## src/rau_pkg.sv

```systemverilog
`timescale 1ns / 1ps
package rau_pkg;
	localparam int OperandWidth = 32;
	localparam int MagWidth = 64;
	localparam int CntWidth = 7;

	localparam logic [2:0] MODE_ADD = 3'd0;
	localparam logic [2:0] MODE_SUB = 3'd1;
	localparam logic [2:0] MODE_MUL = 3'd2;
	localparam logic [2:0] MODE_DIV = 3'd3;
	localparam logic [2:0] MODE_CMP = 3'd4;
	localparam logic [2:0] MODE_RED = 3'd5;
	localparam logic [2:0] MODE_NEG = 3'd6;
	localparam logic [2:0] MODE_NOP = 3'd7;

	localparam logic [1:0] ORD_LT = 2'd0;
	localparam logic [1:0] ORD_EQ = 2'd1;
	localparam logic [1:0] ORD_GT = 2'd2;

	typedef enum logic [2:0] {
		DIV_NONE = 3'd0,
		DIV_GCD = 3'd1,
		DIV_NUM = 3'd2,
		DIV_DEN = 3'd3
	} div_sel_t;

	typedef struct packed {
		logic load;
		logic prep;
		logic form;
		logic div_start;
		div_sel_t div_sel;
		logic out_load;
	} rau_cmd_t;

	typedef struct packed {
		logic div_done;
		logic gcd_done;
		logic short_path;
	} rau_stat_t;
endpackage

```

## src/rau_ctrl.sv

```systemverilog
`timescale 1ns / 1ps
module rau_ctrl import rau_pkg::*; (
	input logic clk,
	input logic arst_n,
	input logic in_fire,
	input logic out_free,
	input rau_stat_t stat,
	output rau_cmd_t cmd,
	output logic in_ready,
	output logic out_set
);
	typedef enum logic [7:0] {
		S_IDLE = 8'b00000001,
		S_PREP = 8'b00000010,
		S_FORM = 8'b00000100,
		S_GCD = 8'b00001000,
		S_DNUM = 8'b00010000,
		S_DDEN = 8'b00100000,
		S_OUT = 8'b01000000,
		S_WAIT = 8'b10000000
	} state_t;

	state_t state_q, state_d;
	logic started_q;

	always_comb begin
		state_d = state_q;
		cmd = '0;
		cmd.div_sel = DIV_NONE;
		out_set = 1'b0;
		in_ready = (state_q == S_IDLE);
		case (state_q)
			S_IDLE: if (in_fire) begin
				cmd.load = 1'b1;
				state_d = S_PREP;
			end
			S_PREP: begin
				cmd.prep = 1'b1;
				state_d = S_FORM;
			end
			S_FORM: begin
				cmd.form = 1'b1;
				state_d = S_GCD;
			end
			S_GCD: begin
				cmd.div_sel = DIV_GCD;
				if (stat.short_path) state_d = S_OUT;
				else if (!started_q) cmd.div_start = 1'b1;
				else if (stat.div_done) state_d = S_DNUM;
			end
			S_DNUM: begin
				cmd.div_sel = DIV_NUM;
				if (!started_q) cmd.div_start = 1'b1;
				else if (stat.div_done) state_d = S_DDEN;
			end
			S_DDEN: begin
				cmd.div_sel = DIV_DEN;
				if (!started_q) cmd.div_start = 1'b1;
				else if (stat.div_done) state_d = S_OUT;
			end
			S_OUT: if (out_free) begin
				cmd.out_load = 1'b1;
				out_set = 1'b1;
				state_d = S_IDLE;
			end
			S_WAIT: state_d = S_IDLE;
			default: state_d = S_IDLE;
		endcase
	end

	always_ff @(posedge clk or negedge arst_n) begin
		if (!arst_n) begin
			state_q <= S_IDLE;
			started_q <= 1'b0;
		end else begin
			state_q <= state_d;
			if (state_d != state_q) started_q <= 1'b0;
			else if (cmd.div_start) started_q <= 1'b1;
		end
	end

`ifndef ASSERT_OFF
	a_start_once: assert property (@(posedge clk) disable iff (!arst_n)
		cmd.div_start |=> !cmd.div_start) else $error("double start");
	a_load_idle: assert property (@(posedge clk) disable iff (!arst_n)
		cmd.load |-> state_q == S_IDLE) else $error("load outside idle");
	a_out_path: assert property (@(posedge clk) disable iff (!arst_n)
		out_set |=> state_q == S_IDLE) else $error("bad exit");
`endif
endmodule

```

## config.mk

```make
export PLATFORM = sky130hd
export DESIGN_NAME = rau_ctrl
export DESIGN_NICKNAME = d
export VERILOG_FILES = /design/src/rau_pkg.sv /design/src/rau_ctrl.sv
export SDC_FILE = /design/constraint.sdc
export NUM_CORES = 1
export LEC_CHECK = 0
export ABC_AREA = 0
export BUFFER_PORTS_ARGS = -buffer_cell sky130_fd_sc_hd__buf_4
export CAP_MARGIN = 20
export CORE_UTILIZATION = 36
export DETAILED_ROUTE_END_ITERATION = 7
export GPL_TIMING_DRIVEN = 0
export PLACE_DENSITY = 0.66
export SYNTH_ARGS = -nofsm -noshare
export SYNTH_HDL_FRONTEND = slang
export SYNTH_SLANG_ARGS = --single-unit
export TNS_END_PERCENT = 50
```

## constraint.sdc

```tcl
create_clock -name clk -period 2.86 [get_ports clk]
set_input_delay 0.143 -clock clk [delete_from_list [all_inputs] [get_ports clk]]
set_output_delay 0.143 -clock clk [all_outputs]
set_load 0.05 [all_outputs]
```

==> results.md <==
* Worst endpoint required time at 2.72 ns
* Hold path start: in_fire
* Routed via count at 693
* Worst Hold Path EP: state_q[1]$_DFF_PN0_
* Area grow syn2layout at 25.7%
* HP Class: input pin to flip-flop
* FP Rows at 15
* H-tree depth at 1
* Die ar. at 0.00218 mm2
* RD Place Congestion at 0.846
* Initial antenna violation count at 0
* Deepest clock path buffer count at 2
* CP cell instances: buf_2, or4b_2, nor3_1, nor2_1, nor2_1, buf_4
* Post-CTS Hold Buffers at 1
* Worst hold margin at 0.105 ns
* Initial Util at 40.0%
* CP max stage cell: or4b_2
* Power per cell area at 352 mW/mm2
* Post-route setup TNS at 0 ns
* Fin. max-slew vios at 0
* Final setup vio count at 0
* First-pass GRT wire length at 2810 um
* Peak VDD IR at 0.252 mV
* Die Wd at 46.7 um
* Chip Height at 46.7 um
* Reg2reg end: started_q$_DFFE_PN0P_
* RSZ-0062 raised after global routing: no
* Inserted Clock Buffers at 3
* Seq/Total Area, Yosys at 31.4%
* Antenna Violating Nets Remaining at 0
* Final Hold Viols at 0
* Clock Skews at 0.00633 ns
* FF-to-FF path depth at 6
* Via density at 5.25
* Leakage power at 0.413 nW
* Global route overflow at 0
* HPWL after detailed placement at 1220 um
* FF+latch area at 226 um2
* Initial DRC Count at 14
* I/O pins at 17
* Max-cap violation count at 0
* Fillers at 190
* Count of cell types in the netlist at 40
* Worst rel slew slack at 65.2%
* # port buffers at 14
* Max incr delay on CP at 0.69 ns
* Crit path top cell by count: nor2_1
* CTS Sinks at 9
* Nets at 115
* Status: finished, final reports clean
* # DRC at 0
* Clk root buf: clkbuf_4
* Core box area at 0.00180 mm2
* Post-Syn Area at 721 um2
* Number of synthesized register bits at 9
* Ant. Diodes at 0
* CP Launch Type: flip-flop
* Layout cells sized above 1 at 29.9%
* Mean area per synthesized cell at 8.28 um2
* Crit path capture type: primary output
* Reg clk slew, reported paths at 0.06 ns
* Clk_lat worst skew at 0.26 ns
* FF-to-FF Start: state_q[0]$_DFF_PN1_
* Max FO, Critical Path at 10
* Hold Path Depth at 2
* Final WL at 1570 um
* Most frequent cells in the layout: buf_4, nor2_1, dfrtp_1
* Post-layout min period at 2.37 ns
* Yosys warns at 0
* Post-CTS setup buffer count at 0
* GRT Resource Usage Total at 18.6%
* Vias in the first global route at 624
* CTS tree: done
* Critical path class: flip-flop to primary output
* Post-CTS Resized at 0
* Max Clk Rate at 422 MHz
* R2R Setup Slk at 0.64 ns
* Most common cell after layout, fill and taps aside: buf_4
* Multi-input gate area at 428 um2
* Avg WL per Cell at 11.9 um
* Post-synthesis instance total at 87
* Largest net degree at the start of global routing at 11
* TritonRoute pass-1 iters at 4
* Worst Tran Pin Value at 0.517 ns
* Tcrit/Tclk final at 82.9%
* Arrival time at the worst endpoint at 2.23 ns
==> per-stage QoR <==
stage | instances | power [mW] | setup slack (ns) | area, um2 | utilization [%]
after floorplan | 88 | 0.200 | 0.160 | 733 | -
after global placement | 127 | 0.221 | 0.643 | 870 | 48.3
after detailed placement | 127 | 0.222 | 0.652 | 870 | 48.3
after CTS | 132 | 0.323 | 0.478 | 906 | 50.3
after global routing | 132 | 0.337 | 0.343 | 906 | 50.3
final | 132 | 0.319 | 0.489 | 906 | 50.3
==> final cells by class <==
cell class                 count  share of cell area, %
multi-input combinational     65                   47.2
sequential                     9                   25.0
timing repair buffer          15                   12.7
buffer                        10                   7.04
tap                           25                   3.45
clock buffer                   4                   2.90
inverter                       4                   1.66
==> worst max-delay path: cells and delay by family, from the launching register on <==
kind	cells	cell delay [ns]
and+or+nand+nor	4	1.23
DFF	1	0.37
buffers and inverters	2	0.36
==> power by group <==
group | leakage, nW | internal (mW) | switching [mW]
sequential | 0.119 | 0.133 | 0.00163
combinational | 0.279 | 0.0361 | 0.0503
clock | 0.0150 | 0.0538 | 0.0443
==> flip-flops by register name, indices dropped and copies added, names as in the netlist <==
signal and count:
state_q 8, started_q 1
==> how the worst max path moves through the flow <==
stage          slack [ns]                  from  cells past startpoint                     to
2_1_floorplan        0.16  state_q[1]$_DFF_PN0_                      6                 cmd[4]
3_3_place_gp         0.64  state_q[0]$_DFF_PN1_                      6  started_q$_DFFE_PN0P_
4_1_cts              0.48  state_q[0]$_DFF_PN1_                      6                 cmd[4]
5_1_grt              0.34  state_q[6]$_DFF_PN0_                      6                 cmd[4]
3_5_place_dp         0.65  state_q[0]$_DFF_PN1_                      6  started_q$_DFFE_PN0P_
6_report             0.49  state_q[0]$_DFF_PN1_                      6                 cmd[4]
==> kinds of logic after synthesis <==
logic type	share of synthesized area, %
and+or+nand+nor	36.8
AOI/OAI and AO/OA	17.9
xor gates and xnor gates	2.43
DFF	31.4
other	0.520
buffers and inverters	10.9
==> layer usage <==
metal / routed length [um] / track usage, % / up-vias
met5: 0 / 0 / -
met4: 0 / 5.14 / 0
met3: 89 / 6.92 / 0
met2: 741 / 29.4 / 20
met1: 740 / 24.0 / 316
li1: - / - / 357
==> cells in the mapped netlist <==
master	count	area share (%)
dfrtp_1	8	28
nor2_1	8	4.2
nand2_1	6	3.1
inv_1	4	2.1
nand3_1	4	2.8
nor3_1	4	2.8
and2_1	3	2.6
buf_2	3	2.1
clkbuf_1	3	1.6
nor4_1	3	2.6
o21ai_0	3	2.1
and4b_1	2	2.8
buf_4	2	2.1
buf_6	2	3.1
nand2b_1	2	1.7
nand4_1	2	1.7
o211a_1	2	2.8
o211ai_1	2	2.1
o31ai_1	2	2.1
or4_1	2	2.1
a211oi_2	1	1.7
a21oi_1	1	0.69
a22o_1	1	1.2
a2bb2oi_1	1	1.2
and4b_2	1	1.6
conb_1	1	0.52
dfstp_2	1	3.6
nor2b_1	1	0.87
nor4_2	1	1.7
o21a_1	1	1.0
o21ai_1	1	0.69
o21bai_1	1	1.0
o221ai_1	1	1.2
or2_2	1	0.87
or3_1	1	0.87
or3_4	1	1.6
or4_4	1	1.6
or4b_2	1	1.4
xnor2_1	1	1.2
xor2_1	1	1.2
Note: power is estimated with default switching activity, not from simulation.
